File: src/hw/rtl/ffba_pkg.sv
// ----------------------------------------------------------------------------
// ffba_pkg
// Shared types and constants of the first-fit block allocator.
// ----------------------------------------------------------------------------
package ffba_pkg;

  localparam int unsigned ADDR_W     = 32;
  localparam int unsigned STATUS_W   = 3;
  localparam int unsigned BYTES_W    = 17;
  localparam int unsigned CNT_W      = 7;
  localparam int unsigned ALIGN_MASK = 3;

  typedef enum logic [STATUS_W-1:0] {
    ST_OK     = 3'd0,
    ST_NULL   = 3'd1,
    ST_NOFIT  = 3'd2,
    ST_BADPTR = 3'd3,
    ST_DOUBLE = 3'd4
  } status_e;

  // table read address source
  typedef enum logic [1:0] {
    RD_IDX      = 2'd0,
    RD_IDX_NEXT = 2'd1,
    RD_J_PREV   = 2'd2,
    RD_J        = 2'd3
  } rd_sel_e;

  // table write address/data source
  typedef enum logic [2:0] {
    WR_SHIFT_UP = 3'd0,
    WR_REMAIN   = 3'd1,
    WR_HEAD     = 3'd2,
    WR_USED     = 3'd3,
    WR_MERGED   = 3'd4,
    WR_SHIFT_DN = 3'd5
  } wr_sel_e;

  typedef struct packed {
    logic    capture;
    logic    scan_start;
    logic    scan_adv;
    logic    take_cur;
    logic    take_next;
    logic    clear_next;
    logic    rd_en;
    rd_sel_e rd_sel;
    logic    wr_en;
    wr_sel_e wr_sel;
    logic    j_from_count;
    logic    j_dec;
    logic    j_from_merge;
    logic    j_inc;
    logic    set_status;
    status_e status;
    logic    st_whole;
    logic    st_split;
    logic    st_free;
    logic    st_shrink;
    logic    set_payload;
    logic    out_load;
  } cmd_t;

  typedef struct packed {
    logic act;
    logic req_zero;
    logic addr_null;
    logic off_bad;
    logic at_end;
    logic fits;
    logic split_ok;
    logic match;
    logic ent_free;
    logic has_next;
    logic shift_more;
    logic merge_more;
    logic out_free;
  } sts_t;

endpackage

File: src/hw/rtl/ffba_table.sv
// ----------------------------------------------------------------------------
// ffba_table
// Block table memory: one write port, one registered read port. Entry 0
// reads as its reset value until first written.
// ----------------------------------------------------------------------------
module ffba_table #(
  parameter int unsigned DEPTH  = 64,
  parameter int unsigned WIDTH  = 18,
  parameter logic [WIDTH-1:0] INIT0 = '0
) (
  input  logic                     clk_i,
  input  logic                     rst_ni,
  input  logic                     wr_en_i,
  input  logic [$clog2(DEPTH)-1:0] waddr_i,
  input  logic [WIDTH-1:0]         wdata_i,
  input  logic                     rd_en_i,
  input  logic [$clog2(DEPTH)-1:0] raddr_i,
  output logic [WIDTH-1:0]         rdata_o
);

  localparam int unsigned AW = $clog2(DEPTH);

  logic [WIDTH-1:0] mem [DEPTH];
  logic [WIDTH-1:0] rdata_q;
  logic             v0_q;
  logic             rd_init_q;

  always_ff @(posedge clk_i) begin
    if (wr_en_i) begin
      mem[waddr_i] <= wdata_i;
    end
    if (rd_en_i) begin
      rdata_q <= mem[raddr_i];
    end
  end

  always_ff @(posedge clk_i or negedge rst_ni) begin
    if (!rst_ni) begin
      v0_q      <= 1'b0;
      rd_init_q <= 1'b0;
    end else begin
      if (wr_en_i && (waddr_i == AW'(0))) begin
        v0_q <= 1'b1;
      end
      if (rd_en_i) begin
        rd_init_q <= (raddr_i == AW'(0)) && !v0_q;
      end
    end
  end

  assign rdata_o = rd_init_q ? INIT0 : rdata_q;

endmodule

File: src/hw/rtl/ffba_datapath.sv
// ----------------------------------------------------------------------------
// ffba_datapath
// Request decode, table scan registers, shift/merge addressing, heap
// statistics and the result register.
// ----------------------------------------------------------------------------
module ffba_datapath
  import ffba_pkg::*;
#(
  parameter int unsigned HEAP_BYTES   = 65536,
  parameter int unsigned MIN_BLOCK    = 32,
  parameter int unsigned HEADER_BYTES = 16,
  parameter int unsigned MAX_BLOCKS   = 64
) (
  input  logic                clk_i,
  input  logic                rst_ni,
  input  logic [ADDR_W-1:0]   heap_base_i,
  input  logic                action_i,
  input  logic [ADDR_W-1:0]   request_bytes_i,
  input  logic [ADDR_W-1:0]   address_i,
  input  cmd_t                cmd_i,
  output sts_t                sts_o,
  input  logic                out_stall_i,
  output logic                out_valid_o,
  output logic [STATUS_W-1:0] status_o,
  output logic [ADDR_W-1:0]   payload_address_o,
  output logic [BYTES_W-1:0]  used_bytes_o,
  output logic [BYTES_W-1:0]  free_bytes_o,
  output logic [CNT_W-1:0]    block_count_o,
  output logic [CNT_W-1:0]    free_block_count_o
);

  localparam int unsigned SW = $clog2(HEAP_BYTES + 1);
  localparam int unsigned CW = $clog2(MAX_BLOCKS + 1);
  localparam int unsigned IW = $clog2(MAX_BLOCKS);
  localparam int unsigned EW = SW + 1;
  localparam int unsigned TW = ADDR_W + 2;
  localparam logic [SW-1:0] HEAP_SZ = SW'(HEAP_BYTES);
  localparam logic [SW-1:0] MIN_SZ  = SW'(MIN_BLOCK);
  localparam logic [CW-1:0] MAX_CNT = CW'(MAX_BLOCKS);

  // request decode
  logic [TW-1:0]     req_rnd, req_tot, req_min;
  logic              req_big;
  logic [ADDR_W-1:0] free_off;

  assign req_rnd  = (TW'(request_bytes_i) + TW'(ALIGN_MASK)) & ~TW'(ALIGN_MASK);
  assign req_tot  = req_rnd + TW'(HEADER_BYTES);
  assign req_big  = req_tot > TW'(HEAP_BYTES);
  assign req_min  = (req_tot < TW'(MIN_BLOCK)) ? TW'(MIN_BLOCK) : req_tot;
  assign free_off = address_i - ADDR_W'(HEADER_BYTES) - heap_base_i;

  logic              act_q, req_zero_q, addr_null_q, off_bad_q, big_q;
  logic [SW-1:0]     total_q;
  logic [ADDR_W-1:0] off_q;

  // scan state
  logic [CW-1:0] idx_q, j_q;
  logic [SW-1:0] acc_q, cur_q, prev_size_q, next_size_q;
  logic          prev_free_q, next_free_q;

  // heap statistics
  logic [CW-1:0] count_q, nfree_q;
  logic [SW-1:0] free_bytes_q;

  // result
  status_e           status_q, out_status_q;
  logic [ADDR_W-1:0] payload_q, out_payload_q;
  logic [BYTES_W-1:0] out_used_q, out_free_q;
  logic [CNT_W-1:0]  out_count_q, out_nfree_q;
  logic              out_valid_q;

  // table
  logic [EW-1:0] rdata, wdata;
  logic [CW-1:0] raddr, waddr;
  logic [SW-1:0] ent_size;
  logic          ent_free;

  assign ent_free = rdata[SW];
  assign ent_size = rdata[SW-1:0];

  // merge geometry
  logic [1:0]    mrg_n;
  logic [CW-1:0] mrg_base;
  logic [SW-1:0] mrg_size;

  assign mrg_n    = {1'b0, prev_free_q} + {1'b0, next_free_q};
  assign mrg_base = prev_free_q ? (idx_q - CW'(1)) : idx_q;
  assign mrg_size = cur_q + (prev_free_q ? prev_size_q : '0)
                  + (next_free_q ? next_size_q : '0);

  always_comb begin
    case (cmd_i.rd_sel)
      RD_IDX:      raddr = idx_q;
      RD_IDX_NEXT: raddr = idx_q + CW'(1);
      RD_J_PREV:   raddr = j_q - CW'(1);
      RD_J:        raddr = j_q;
      default:     raddr = idx_q;
    endcase
  end

  always_comb begin
    case (cmd_i.wr_sel)
      WR_SHIFT_UP: begin
        waddr = j_q;
        wdata = rdata;
      end
      WR_REMAIN: begin
        waddr = idx_q + CW'(1);
        wdata = {1'b1, cur_q - total_q};
      end
      WR_HEAD: begin
        waddr = idx_q;
        wdata = {1'b0, total_q};
      end
      WR_USED: begin
        waddr = idx_q;
        wdata = {1'b0, ent_size};
      end
      WR_MERGED: begin
        waddr = mrg_base;
        wdata = {1'b1, mrg_size};
      end
      WR_SHIFT_DN: begin
        waddr = j_q - CW'(mrg_n);
        wdata = rdata;
      end
      default: begin
        waddr = idx_q;
        wdata = rdata;
      end
    endcase
  end

  ffba_table #(
    .DEPTH (MAX_BLOCKS),
    .WIDTH (EW),
    .INIT0 ({1'b1, HEAP_SZ})
  ) u_table (
    .clk_i   (clk_i),
    .rst_ni  (rst_ni),
    .wr_en_i (cmd_i.wr_en),
    .waddr_i (waddr[IW-1:0]),
    .wdata_i (wdata),
    .rd_en_i (cmd_i.rd_en),
    .raddr_i (raddr[IW-1:0]),
    .rdata_o (rdata)
  );

  // status toward the controller
  always_comb begin
    sts_o.act        = act_q;
    sts_o.req_zero   = req_zero_q;
    sts_o.addr_null  = addr_null_q;
    sts_o.off_bad    = off_bad_q;
    sts_o.at_end     = (idx_q == count_q);
    sts_o.fits       = ent_free && !big_q && (ent_size >= total_q);
    sts_o.split_ok   = ({1'b0, ent_size} >= ({1'b0, total_q} + {1'b0, MIN_SZ}))
                     && (count_q < MAX_CNT);
    sts_o.match      = (ADDR_W'(acc_q) == off_q);
    sts_o.ent_free   = ent_free;
    sts_o.has_next   = (({1'b0, idx_q} + (CW+1)'(1)) < {1'b0, count_q});
    sts_o.shift_more = ({1'b0, j_q} > ({1'b0, idx_q} + (CW+1)'(1)));
    sts_o.merge_more = (j_q < count_q);
    sts_o.out_free   = !out_valid_q || !out_stall_i;
  end

  // payload registers
  always_ff @(posedge clk_i) begin
    if (cmd_i.capture) begin
      act_q       <= action_i;
      req_zero_q  <= (request_bytes_i == '0);
      addr_null_q <= (address_i == '0);
      off_bad_q   <= ((ADDR_W+1)'(free_off) >= (ADDR_W+1)'(HEAP_BYTES));
      big_q       <= req_big;
      total_q     <= SW'(req_min);
      off_q       <= free_off;
      payload_q   <= '0;
    end
    if (cmd_i.scan_start) begin
      idx_q       <= '0;
      acc_q       <= '0;
      prev_free_q <= 1'b0;
    end
    if (cmd_i.scan_adv) begin
      idx_q       <= idx_q + CW'(1);
      acc_q       <= acc_q + ent_size;
      prev_size_q <= ent_size;
      prev_free_q <= ent_free;
    end
    if (cmd_i.take_cur) begin
      cur_q <= ent_size;
    end
    if (cmd_i.take_next) begin
      next_size_q <= ent_size;
      next_free_q <= ent_free;
    end
    if (cmd_i.clear_next) begin
      next_free_q <= 1'b0;
    end
    if (cmd_i.j_from_count) begin
      j_q <= count_q;
    end
    if (cmd_i.j_dec) begin
      j_q <= j_q - CW'(1);
    end
    if (cmd_i.j_from_merge) begin
      j_q <= mrg_base + CW'(1) + CW'(mrg_n);
    end
    if (cmd_i.j_inc) begin
      j_q <= j_q + CW'(1);
    end
    if (cmd_i.set_status) begin
      status_q <= cmd_i.status;
    end
    if (cmd_i.set_payload) begin
      payload_q <= heap_base_i + ADDR_W'(acc_q) + ADDR_W'(HEADER_BYTES);
    end
    if (cmd_i.out_load) begin
      out_status_q  <= status_q;
      out_payload_q <= payload_q;
      out_used_q    <= BYTES_W'(HEAP_SZ - free_bytes_q);
      out_free_q    <= BYTES_W'(free_bytes_q);
      out_count_q   <= CNT_W'(count_q);
      out_nfree_q   <= CNT_W'(nfree_q);
    end
  end

  // heap statistics and result valid
  always_ff @(posedge clk_i or negedge rst_ni) begin
    if (!rst_ni) begin
      count_q      <= CW'(1);
      nfree_q      <= CW'(1);
      free_bytes_q <= HEAP_SZ;
      out_valid_q  <= 1'b0;
    end else begin
      if (cmd_i.st_whole) begin
        free_bytes_q <= free_bytes_q - ent_size;
        nfree_q      <= nfree_q - CW'(1);
      end
      if (cmd_i.st_split) begin
        free_bytes_q <= free_bytes_q - total_q;
        count_q      <= count_q + CW'(1);
      end
      if (cmd_i.st_free) begin
        free_bytes_q <= free_bytes_q + cur_q;
        nfree_q      <= nfree_q + CW'(1) - CW'(mrg_n);
      end
      if (cmd_i.st_shrink) begin
        count_q <= count_q - CW'(mrg_n);
      end
      if (cmd_i.out_load) begin
        out_valid_q <= 1'b1;
      end else if (!out_stall_i) begin
        out_valid_q <= 1'b0;
      end
    end
  end

  assign out_valid_o        = out_valid_q;
  assign status_o           = out_status_q;
  assign payload_address_o  = out_payload_q;
  assign used_bytes_o       = out_used_q;
  assign free_bytes_o       = out_free_q;
  assign block_count_o      = out_count_q;
  assign free_block_count_o = out_nfree_q;

endmodule

File: src/hw/rtl/ffba_ctrl.sv
// ----------------------------------------------------------------------------
// ffba_ctrl
// Sequencer: table scan, split shift-up, free merge and shift-down.
// ----------------------------------------------------------------------------
module ffba_ctrl
  import ffba_pkg::*;
(
  input  logic clk_i,
  input  logic rst_ni,
  input  logic in_valid_i,
  output logic in_stall_o,
  input  sts_t sts_i,
  output cmd_t cmd_o
);

  typedef enum logic [16:0] {
    S_IDLE   = 17'h00001,
    S_DISP   = 17'h00002,
    S_A_RD   = 17'h00004,
    S_A_CHK  = 17'h00008,
    S_SH_RD  = 17'h00010,
    S_SH_WR  = 17'h00020,
    S_REM    = 17'h00040,
    S_HEAD   = 17'h00080,
    S_F_RD   = 17'h00100,
    S_F_CHK  = 17'h00200,
    S_N_RD   = 17'h00400,
    S_N_CHK  = 17'h00800,
    S_M_WR   = 17'h01000,
    S_M_RD   = 17'h02000,
    S_M_SH   = 17'h04000,
    S_FIN    = 17'h08000,
    S_SPARE  = 17'h10000
  } state_e;

  state_e state_q, state_d;

  always_comb begin
    cmd_o   = '0;
    state_d = state_q;
    case (state_q)
      S_IDLE: begin
        if (in_valid_i) begin
          cmd_o.capture = 1'b1;
          state_d       = S_DISP;
        end
      end
      S_DISP: begin
        cmd_o.set_status = 1'b1;
        if (!sts_i.act) begin
          if (sts_i.req_zero) begin
            cmd_o.status = ST_NULL;
            state_d      = S_FIN;
          end else begin
            cmd_o.set_status = 1'b0;
            cmd_o.scan_start = 1'b1;
            state_d          = S_A_RD;
          end
        end else if (sts_i.addr_null) begin
          cmd_o.status = ST_NULL;
          state_d      = S_FIN;
        end else if (sts_i.off_bad) begin
          cmd_o.status = ST_BADPTR;
          state_d      = S_FIN;
        end else begin
          cmd_o.set_status = 1'b0;
          cmd_o.scan_start = 1'b1;
          state_d          = S_F_RD;
        end
      end
      S_A_RD: begin
        if (sts_i.at_end) begin
          cmd_o.set_status = 1'b1;
          cmd_o.status     = ST_NOFIT;
          state_d          = S_FIN;
        end else begin
          cmd_o.rd_en  = 1'b1;
          cmd_o.rd_sel = RD_IDX;
          state_d      = S_A_CHK;
        end
      end
      S_A_CHK: begin
        if (sts_i.fits) begin
          cmd_o.take_cur = 1'b1;
          if (sts_i.split_ok) begin
            cmd_o.j_from_count = 1'b1;
            state_d            = S_SH_RD;
          end else begin
            cmd_o.wr_en       = 1'b1;
            cmd_o.wr_sel      = WR_USED;
            cmd_o.st_whole    = 1'b1;
            cmd_o.set_payload = 1'b1;
            cmd_o.set_status  = 1'b1;
            cmd_o.status      = ST_OK;
            state_d           = S_FIN;
          end
        end else begin
          cmd_o.scan_adv = 1'b1;
          state_d        = S_A_RD;
        end
      end
      S_SH_RD: begin
        if (sts_i.shift_more) begin
          cmd_o.rd_en  = 1'b1;
          cmd_o.rd_sel = RD_J_PREV;
          state_d      = S_SH_WR;
        end else begin
          state_d = S_REM;
        end
      end
      S_SH_WR: begin
        cmd_o.wr_en  = 1'b1;
        cmd_o.wr_sel = WR_SHIFT_UP;
        cmd_o.j_dec  = 1'b1;
        state_d      = S_SH_RD;
      end
      S_REM: begin
        cmd_o.wr_en  = 1'b1;
        cmd_o.wr_sel = WR_REMAIN;
        state_d      = S_HEAD;
      end
      S_HEAD: begin
        cmd_o.wr_en       = 1'b1;
        cmd_o.wr_sel      = WR_HEAD;
        cmd_o.st_split    = 1'b1;
        cmd_o.set_payload = 1'b1;
        cmd_o.set_status  = 1'b1;
        cmd_o.status      = ST_OK;
        state_d           = S_FIN;
      end
      S_F_RD: begin
        if (sts_i.at_end) begin
          cmd_o.set_status = 1'b1;
          cmd_o.status     = ST_BADPTR;
          state_d          = S_FIN;
        end else begin
          cmd_o.rd_en  = 1'b1;
          cmd_o.rd_sel = RD_IDX;
          state_d      = S_F_CHK;
        end
      end
      S_F_CHK: begin
        if (sts_i.match) begin
          if (sts_i.ent_free) begin
            cmd_o.set_status = 1'b1;
            cmd_o.status     = ST_DOUBLE;
            state_d          = S_FIN;
          end else begin
            cmd_o.take_cur = 1'b1;
            state_d        = S_N_RD;
          end
        end else begin
          cmd_o.scan_adv = 1'b1;
          state_d        = S_F_RD;
        end
      end
      S_N_RD: begin
        if (sts_i.has_next) begin
          cmd_o.rd_en  = 1'b1;
          cmd_o.rd_sel = RD_IDX_NEXT;
          state_d      = S_N_CHK;
        end else begin
          cmd_o.clear_next = 1'b1;
          state_d          = S_M_WR;
        end
      end
      S_N_CHK: begin
        cmd_o.take_next = 1'b1;
        state_d         = S_M_WR;
      end
      S_M_WR: begin
        cmd_o.wr_en        = 1'b1;
        cmd_o.wr_sel       = WR_MERGED;
        cmd_o.st_free      = 1'b1;
        cmd_o.j_from_merge = 1'b1;
        state_d            = S_M_RD;
      end
      S_M_RD: begin
        if (sts_i.merge_more) begin
          cmd_o.rd_en  = 1'b1;
          cmd_o.rd_sel = RD_J;
          state_d      = S_M_SH;
        end else begin
          cmd_o.st_shrink  = 1'b1;
          cmd_o.set_status = 1'b1;
          cmd_o.status     = ST_OK;
          state_d          = S_FIN;
        end
      end
      S_M_SH: begin
        cmd_o.wr_en  = 1'b1;
        cmd_o.wr_sel = WR_SHIFT_DN;
        cmd_o.j_inc  = 1'b1;
        state_d      = S_M_RD;
      end
      S_FIN: begin
        if (sts_i.out_free) begin
          cmd_o.out_load = 1'b1;
          state_d        = S_IDLE;
        end
      end
      default: begin
        state_d = S_IDLE;
      end
    endcase
  end

  always_ff @(posedge clk_i or negedge rst_ni) begin
    if (!rst_ni) begin
      state_q <= S_IDLE;
    end else begin
      state_q <= state_d;
    end
  end

  assign in_stall_o = (state_q != S_IDLE);

endmodule

File: src/hw/rtl/first_fit_block_allocator_unit.sv
// ----------------------------------------------------------------------------
// first_fit_block_allocator_unit
// First-fit heap allocator with block split on allocate and neighbor
// coalescing on free, over an address-ordered block table.
// ----------------------------------------------------------------------------
//
//  channel  | direction | handshake            | payload
//  ---------+-----------+----------------------+---------------------------------
//  request  | in        | in_valid_i/in_stall_o| action, request_bytes, address
//  result   | out       | out_valid_o/out_stall_i | status, payload_address,
//           |           |                      | used/free bytes, block counts
//  config   | in        | APB psel/penable     | heap_base at byte address 0
//
//  Work: an allocate scans blocks and shifts entries up on a split; a free
//  scans blocks and shifts entries down after a merge. The table memory
//  gives one write and one registered read per cycle.
//  Reset: one table entry holding the whole free heap; no clearing pass,
//  entry 0 reads as the full heap until first written.
//  Stalls: the result register holds a finished transfer while the next
//  request is already taken; a request only waits on it at its last step.
// ----------------------------------------------------------------------------
module first_fit_block_allocator_unit
  import ffba_pkg::*;
#(
  parameter int unsigned HEAP_BYTES   = 65536,
  parameter int unsigned MIN_BLOCK    = 32,
  parameter int unsigned HEADER_BYTES = 16,
  parameter int unsigned MAX_BLOCKS   = 64
) (
  input  logic                clk_i,
  input  logic                rst_ni,
  // APB configuration
  input  logic                psel,
  input  logic                penable,
  input  logic                pwrite,
  input  logic [2:0]          paddr,
  input  logic [31:0]         pwdata,
  output logic [31:0]         prdata,
  output logic                pready,
  // request channel
  input  logic                in_valid_i,
  output logic                in_stall_o,
  input  logic                action_i,
  input  logic [ADDR_W-1:0]   request_bytes_i,
  input  logic [ADDR_W-1:0]   address_i,
  // result channel
  output logic                out_valid_o,
  input  logic                out_stall_i,
  output logic [STATUS_W-1:0] status_o,
  output logic [ADDR_W-1:0]   payload_address_o,
  output logic [BYTES_W-1:0]  used_bytes_o,
  output logic [BYTES_W-1:0]  free_bytes_o,
  output logic [CNT_W-1:0]    block_count_o,
  output logic [CNT_W-1:0]    free_block_count_o
);

  // heap base register; only word 0 is decoded, other words read as 0
  logic [ADDR_W-1:0] heap_base_q;
  logic              cfg_wr;
  logic              base_hit;

  assign pready   = 1'b1;
  assign base_hit = (paddr[2] == 1'b0);
  assign cfg_wr   = psel && penable && pwrite && pready;
  assign prdata   = base_hit ? heap_base_q : '0;

  always_ff @(posedge clk_i or negedge rst_ni) begin
    if (!rst_ni) begin
      heap_base_q <= '0;
    end else if (cfg_wr && base_hit) begin
      heap_base_q <= pwdata;
    end
  end

  cmd_t cmd;
  sts_t sts;

  ffba_ctrl u_ctrl (
    .clk_i      (clk_i),
    .rst_ni     (rst_ni),
    .in_valid_i (in_valid_i),
    .in_stall_o (in_stall_o),
    .sts_i      (sts),
    .cmd_o      (cmd)
  );

  ffba_datapath #(
    .HEAP_BYTES   (HEAP_BYTES),
    .MIN_BLOCK    (MIN_BLOCK),
    .HEADER_BYTES (HEADER_BYTES),
    .MAX_BLOCKS   (MAX_BLOCKS)
  ) u_dp (
    .clk_i              (clk_i),
    .rst_ni             (rst_ni),
    .heap_base_i        (heap_base_q),
    .action_i           (action_i),
    .request_bytes_i    (request_bytes_i),
    .address_i          (address_i),
    .cmd_i              (cmd),
    .sts_o              (sts),
    .out_stall_i        (out_stall_i),
    .out_valid_o        (out_valid_o),
    .status_o           (status_o),
    .payload_address_o  (payload_address_o),
    .used_bytes_o       (used_bytes_o),
    .free_bytes_o       (free_bytes_o),
    .block_count_o      (block_count_o),
    .free_block_count_o (free_block_count_o)
  );

  localparam logic [BYTES_W-1:0] HEAP_LO = BYTES_W'(HEAP_BYTES);

`ifndef SYNTH
  // used and free bytes always partition the heap
  a_bytes_sum: assert property (@(posedge clk_i) disable iff (!rst_ni)
    out_valid_o |-> (BYTES_W'(used_bytes_o + free_bytes_o) == HEAP_LO))
    else $error("used plus free bytes differ from heap size");

  // free blocks never outnumber all blocks
  a_counts: assert property (@(posedge clk_i) disable iff (!rst_ni)
    out_valid_o |-> (free_block_count_o <= block_count_o))
    else $error("free block count above block count");

  // an accepted request keeps the input side busy next cycle
  a_busy: assert property (@(posedge clk_i) disable iff (!rst_ni)
    (in_valid_i && !in_stall_o) |=> in_stall_o)
    else $error("request side free right after a transfer");
`endif

endmodule

File: config.mk
export PLATFORM = sky130hd
export DESIGN_NAME = first_fit_block_allocator_unit
export DESIGN_NICKNAME = d
export VERILOG_FILES = /design/src/hw/rtl/ffba_pkg.sv /design/src/hw/rtl/ffba_table.sv /design/src/hw/rtl/ffba_datapath.sv /design/src/hw/rtl/ffba_ctrl.sv /design/src/hw/rtl/first_fit_block_allocator_unit.sv
export SDC_FILE = /design/constraint.sdc
export NUM_CORES = 2
export LEC_CHECK = 0
export ABC_AREA = 1
export ABC_CLOCK_PERIOD_IN_PS = 10650
export BUFFER_PORTS_ARGS = -buffer_cell sky130_fd_sc_hd__buf_2
export CAP_MARGIN = 20
export CORE_UTILIZATION = 35
export DETAILED_ROUTE_END_ITERATION = 12
export PLACE_DENSITY_LB_ADDON = 0.08
export SLEW_MARGIN = 40
export SYNTH_ARGS = -nofsm -noshare
export SYNTH_HDL_FRONTEND = slang
export SYNTH_HIERARCHICAL = 1
export SYNTH_SLANG_ARGS = --single-unit
File: constraint.sdc
create_clock -name clk_i -period 10.65 [get_ports clk_i]
set_input_delay 2.13 -clock clk_i [delete_from_list [all_inputs] [get_ports clk_i]]
set_output_delay 2.13 -clock clk_i [all_outputs]
set_load 0.1 [all_outputs]
# Word level (Yosys, flattened, before mapping)
# Memory sizes are Yosys's and may differ from the RTL's. A register that Yosys moved wholly into a read port is not among the register bits.
# Index checks and enable logic that the tools add are counted.
[classes]
addsub = 29
n_lt_le_gt_ge = 9
eq_ne = 30
n_mux = 100
n_bitwise = 1
n_reduce_logical = 28
[ops]
columns = ["operator", "count"]
rows = [
  ["$pmux 17 s15", 1],
  ["$mux 17", 11],
  ["$mux 16", 9],
  ["$mux 32", 3],
  ["$mux 7", 12],
  ["$pmux 18 s4", 1],
  ["$add 17x17->17", 4],
  ["$logic_not 32->1", 2],
  ["$sub 17x17->17", 3],
  ["$pmux 6 s4", 2],
  ["$mux 1", 38],
  ["$add 7x1->7 const B", 5],
  ["$add 34x5->34 const B", 1],
  ["$gt 34x17->1 const B", 1],
  ["$lt 34x6->1 const B", 1],
  ["$add 32x2->33 const B", 1],
  ["$add 32x17->32", 1],
  ["$add 32x5->32 const B", 1],
  ["$eq 17x32->1", 1],
  ["$ge 32x17->1 const B", 1],
  ["$sub 32x32->32", 1],
  ["$sub 32x5->32 const B", 1],
  ["$mux 4", 7],
  ["$pmux 4 s7", 1],
  ["60 further kinds", 88],
]
[word_totals]
ff_bits = 339
mem_bits_rw = 1152
in_bits = 107
out_inout_bits = 118
elab_cells = 229
mem_count = 1
[memory_table]
columns = ["name", "depth", "word_bits", "read_ports", "rd_ports_with_merged_regs", "wr", "line", "rtl"]
rows = [
  ["u_dp.u_table.mem", 64, 18, 1, 1, 1, "ffba_table.sv:23", "logic [WIDTH-1:0] mem [DEPTH];"],
]

# Longest topological paths before layout
[logic_depth]
word_depth = 10
ltp_mapped = 34
ltp_nobuf = 31

# Modules after synthesis
# Netlist, hierarchy kept.
[modules_own_cells]
columns = ["module", "n_inst", "cells_each", "area_each_um2", "seq_area_each_um2"]
rows = [
  ["ffba_table", 1, 4768, 49960.4, 35183.7],
  ["ffba_datapath", 1, 3024, 23968.0, 8391.8],
  ["first_fit_block_allocator_unit", 1, 212, 1586.5, 800.8],
  ["ffba_ctrl", 1, 197, 1288.7, 401.6],
]

# Worst setup path before layout
# Ideal clock, no wire load.
[synth_timing]
path_type = "register -> register"
start = "register u_dp.u_table.rd_init_q"
end = "memory u_dp.u_table.mem[0][2] (data pin)"
arrival_time_ns = 6.290
required_time_ns = 9.949
path_slack_ns = 3.659
stages_incl_launch_ff = 28
path_buffers = 2
synth_period_minus_slack_ns = 6.991
path_cell_list = "dfrtp_1 clkbuf_1 buf_1 nor2_1 ha_1 nand2_1 o21ai_0 a21oi_1 o21bai_1 a21oi_1 o21a_1 o21ai_0 a21oi_1 nor3_1 inv_1 nand3_4 inv_2 nor2_1 inv_1 inv_1 nor3_2 inv_1 nand2_1 nor2_1 inv_1 nand2_1 inv_1 o21ai_0"
[synth_lines]
columns = ["item", "line", "rtl"]
rows = [
  ["start, declared", "ffba_table.sv:26", "logic rd_init_q;"],
  ["start signal, assigned", "ffba_table.sv:46", "rd_init_q <= (raddr_i == AW'(0)) && !v0_q;"],
  ["end, declared", "ffba_table.sv:23", ""],
]

==> flow_summary.toml <==
[run_status]
status = "finished, final reports clean"

[cts]
htree_levels = 4
holdBufCountCts = 0
cts_setup_buffers = 0
clkTransAtPathRegs_ps = 60
clock-sinks = 1505
cts_tree = "yes"
cts_resized = 0
clk-insertion-delay-late_ps = 840
cts_buffers = 171
cts_buffer_depth = 3
clock-root-buffer = "clkbuf_16"

[synthesis]
syn_area_sq_um = 76800
mappedNetlistNets = 8599
avgSynthCellArea_sq_um = 9.37
ys_seq_area_share_pct = 58.3
synth-main-ff-cell = "edfxtp_1"
syn_inst = 8201
ys.warnings.count = 6
synth-async-reset-ratio_pct = 5.45
yosysTopAreaCellShare_pct = 55.6
synth_edf_count = 1422
synth.largest_area_cell = "edfxtp_1"
synth_seq_cells = 1505
ys_top_cells_by_area = "edfxtp_1 (56%), nand2_1 (11%), inv_1 (5.7%), nand3_1 (4.7%), ha_1 (4.3%)"
synth.distinct_cells = 67

[finish]
finalNetCount = 8846
drive_above_1_share_pct = 9.25
final_cells = 11436
area_growth_pct = 13.5
mostFrequentLayoutCells = "nand2_1 (2307), edfxtp_1 (1422), inv_1 (1165)"
final_common_cell = "nand2_1"

[sta]
slew_headroom_pct = 40.2
period_share_pct = 70.8
worstMarginPinSlew_ps = 897
slew_violations = 0
final.setup_skew_ps = 46.6
fin_crit_ps = 7540
tns_ps = 0
setup_viol = 0
hold_viol = 0
fmax_ghz = 0.133
rsz0062_at_grt = "no"

[min_path]
min_path_type = "flip-flop to flip-flop"
holdPathStages = 0

[power]
ir_drop_mv = 0.181
p_leak_nw = 37.4
powerDensity_nw_per_um2 = 171

[floorplanning]
boundaryPins = 225
die_h_microns = 470
die_area_sq_um = 221000
num_rows = 171
fp.dieW_microns = 470
coreArea_sq_um = 218000
initial_core_util_pct = 35.3

[global_routing]
grt_antenna_before_repair = 6
grt_overflow_total = 0
grt_start_max_net_pins = 138
grt_pass1_vias = 53976
gr-usage-all-layers_pct = 21.3
grt_pass1_wl_microns = 353000

[place]
gp_congestion = 0.880
dp_hpwl_microns = 153000
placed_cells = 11127
port_buffers = 221

[route]
finalWirelength_microns = 238000
drt_iter0_markers = 4042
vias = 56081
drtAntennaViolNets = 0
wire_per_inst_microns = 20.8
firstDrtPassIters = 7
viasPerCell = 4.90
drcViolationCount = 0

[critical_path]
cp-start-kind = "flip-flop"
cp.arrival_ps = 8060
crit_fanout = 133
slowest_delay_ps = 720
cp-end-kind = "flip-flop"
cp_common_cell = "nand2_1"
cpMaxStageDelayCell = "clkinv_8"
reg2regPathDepth = 28
required_ps = 11170
crit_type = "flip-flop to flip-flop"

[job]
maxCapViolCount = 0
-- worst max-delay path: cells and delay by family, from the launching register on --
family / cells / cell delay (ps)
DFF: 1 / 600
and+or+nand+nor: 15 / 2740
AOI/OAI and AO/OA: 5 / 1000
buffers and inverters: 7 / 2350
adders and majority gates: 1 / 320
-- metrics by stage --
stage          worst slack (ps)  power (mW)  utilization [%]  instance area (sq um)  hold WS, ps
5_1_grt                    2650        15.5             40.0                  87100          419
3_5_place_dp               3200        9.38             37.6                  81800          405
3_3_place_gp               2660        9.35             37.5                  81500          401
2_1_floorplan              3660        8.59                -                  76800          400
6_report                   3110        14.9             40.1                  87100          410
4_1_cts                    3190        15.1             40.0                  87100          413
-- cells by family after synthesis --
group                      count (synthesis)  synth area share (%)
and+or+nand+nor                         4016                  21.9
DFF                                     1505                  58.3
buffers and inverters                   1474                  7.70
AOI/OAI and AO/OA                        783                  5.58
adders and majority gates                291                  5.01
xor gates and xnor gates                 130                  1.48
other                                      1               0.00488
muxes                                      1                0.0130
-- registers in the layout, summed over array words and instances (netlist names), 15 cells and up --
signal	count
u_dp/next_size_q	17
u_dp/u_table/rdata_q	18
u_ctrl/state_q	16
u_dp/off_q	32
u_dp/acc_q	17
u_dp/free_bytes_q	17
u_dp/u_table/mem	1152
u_dp/total_q	15
heap_base_q	32
u_dp/prev_size_q	17
u_dp/free_bytes_o	16
u_dp/payload_address_o	32
u_dp/used_bytes_o	17
u_dp/payload_q	32
u_dp/cur_q	17
-- area by class of cell --
class | instances | area (sq um)
tap | 2854 | 3570
clock inverter | 88 | 758
antenna | 5 | 12.5
inverter | 1188 | 4500
sequential | 1505 | 44800
fill | 21514 | 130000
multi-input combinational | 5222 | 26600
clock buffer | 214 | 4530
timing repair buffer | 360 | 2390
-- power by group --
part	internal [mW]	leakage, nW	switching [mW]
Sequential	6.81	13.9	0.112
Combinational	0.602	20.9	1.72
Clock	3.17	2.57	2.48
Total	10.6	37.4	4.31
-- Yosys cell counts (11+ instances only) --
library cell,count
o22ai_1,22
clkbuf_1,100
o21ai_0,330
edfxtp_1,1422
a21oi_1,289
fa_1,28
xor2_1,85
buf_1,26
nor2_2,18
o21ai_1,14
ha_1,263
xnor2_1,45
or2_2,44
nand4_1,44
inv_1,1169
nor4_1,29
nor2_4,15
a21o_1,16
a31oi_1,25
o31ai_1,12
dfrtp_1,78
nand2_2,15
o21bai_1,11
buf_4,26
buf_2,116
nor3_1,63
buf_6,18
nand2_1,2310
nand3_1,719
o211ai_1,11
nor2_1,722
-- metal layers --
| layer | GRT usage (%) | vias to the layer above | part of all wire, % |
|---|---|---|---|
| li1 | - | 27513 | - |
| met1 | 30.1 | 27041 | 47 |
| met2 | 34.3 | 1275 | 46 |
| met3 | 2.82 | 252 | 4.6 |
| met4 | 5.08 | 0 | 2.1 |
| met5 | 0 | - | 0 |
-- worst paths after layout --
check | slack, ps | from | to
max | 3110 | u_dp/idx_q[0] | u_dp/u_table/rdata_q[12]
min | 410 | u_dp/payload_q[8] | u_dp/payload_address_o[8]
max reg2reg | 3110 | u_dp/idx_q[0] | u_dp/u_table/rdata_q[12]
min reg2reg | 410 | u_dp/payload_q[8] | u_dp/payload_address_o[8]
max in group asynchronous | 8440 | rst_ni | u_dp/u_table/rd_init_q
min in group asynchronous | 1230 | rst_ni | heap_base_q[26]
No activity file was read; power rests on OpenSTA's default activity.
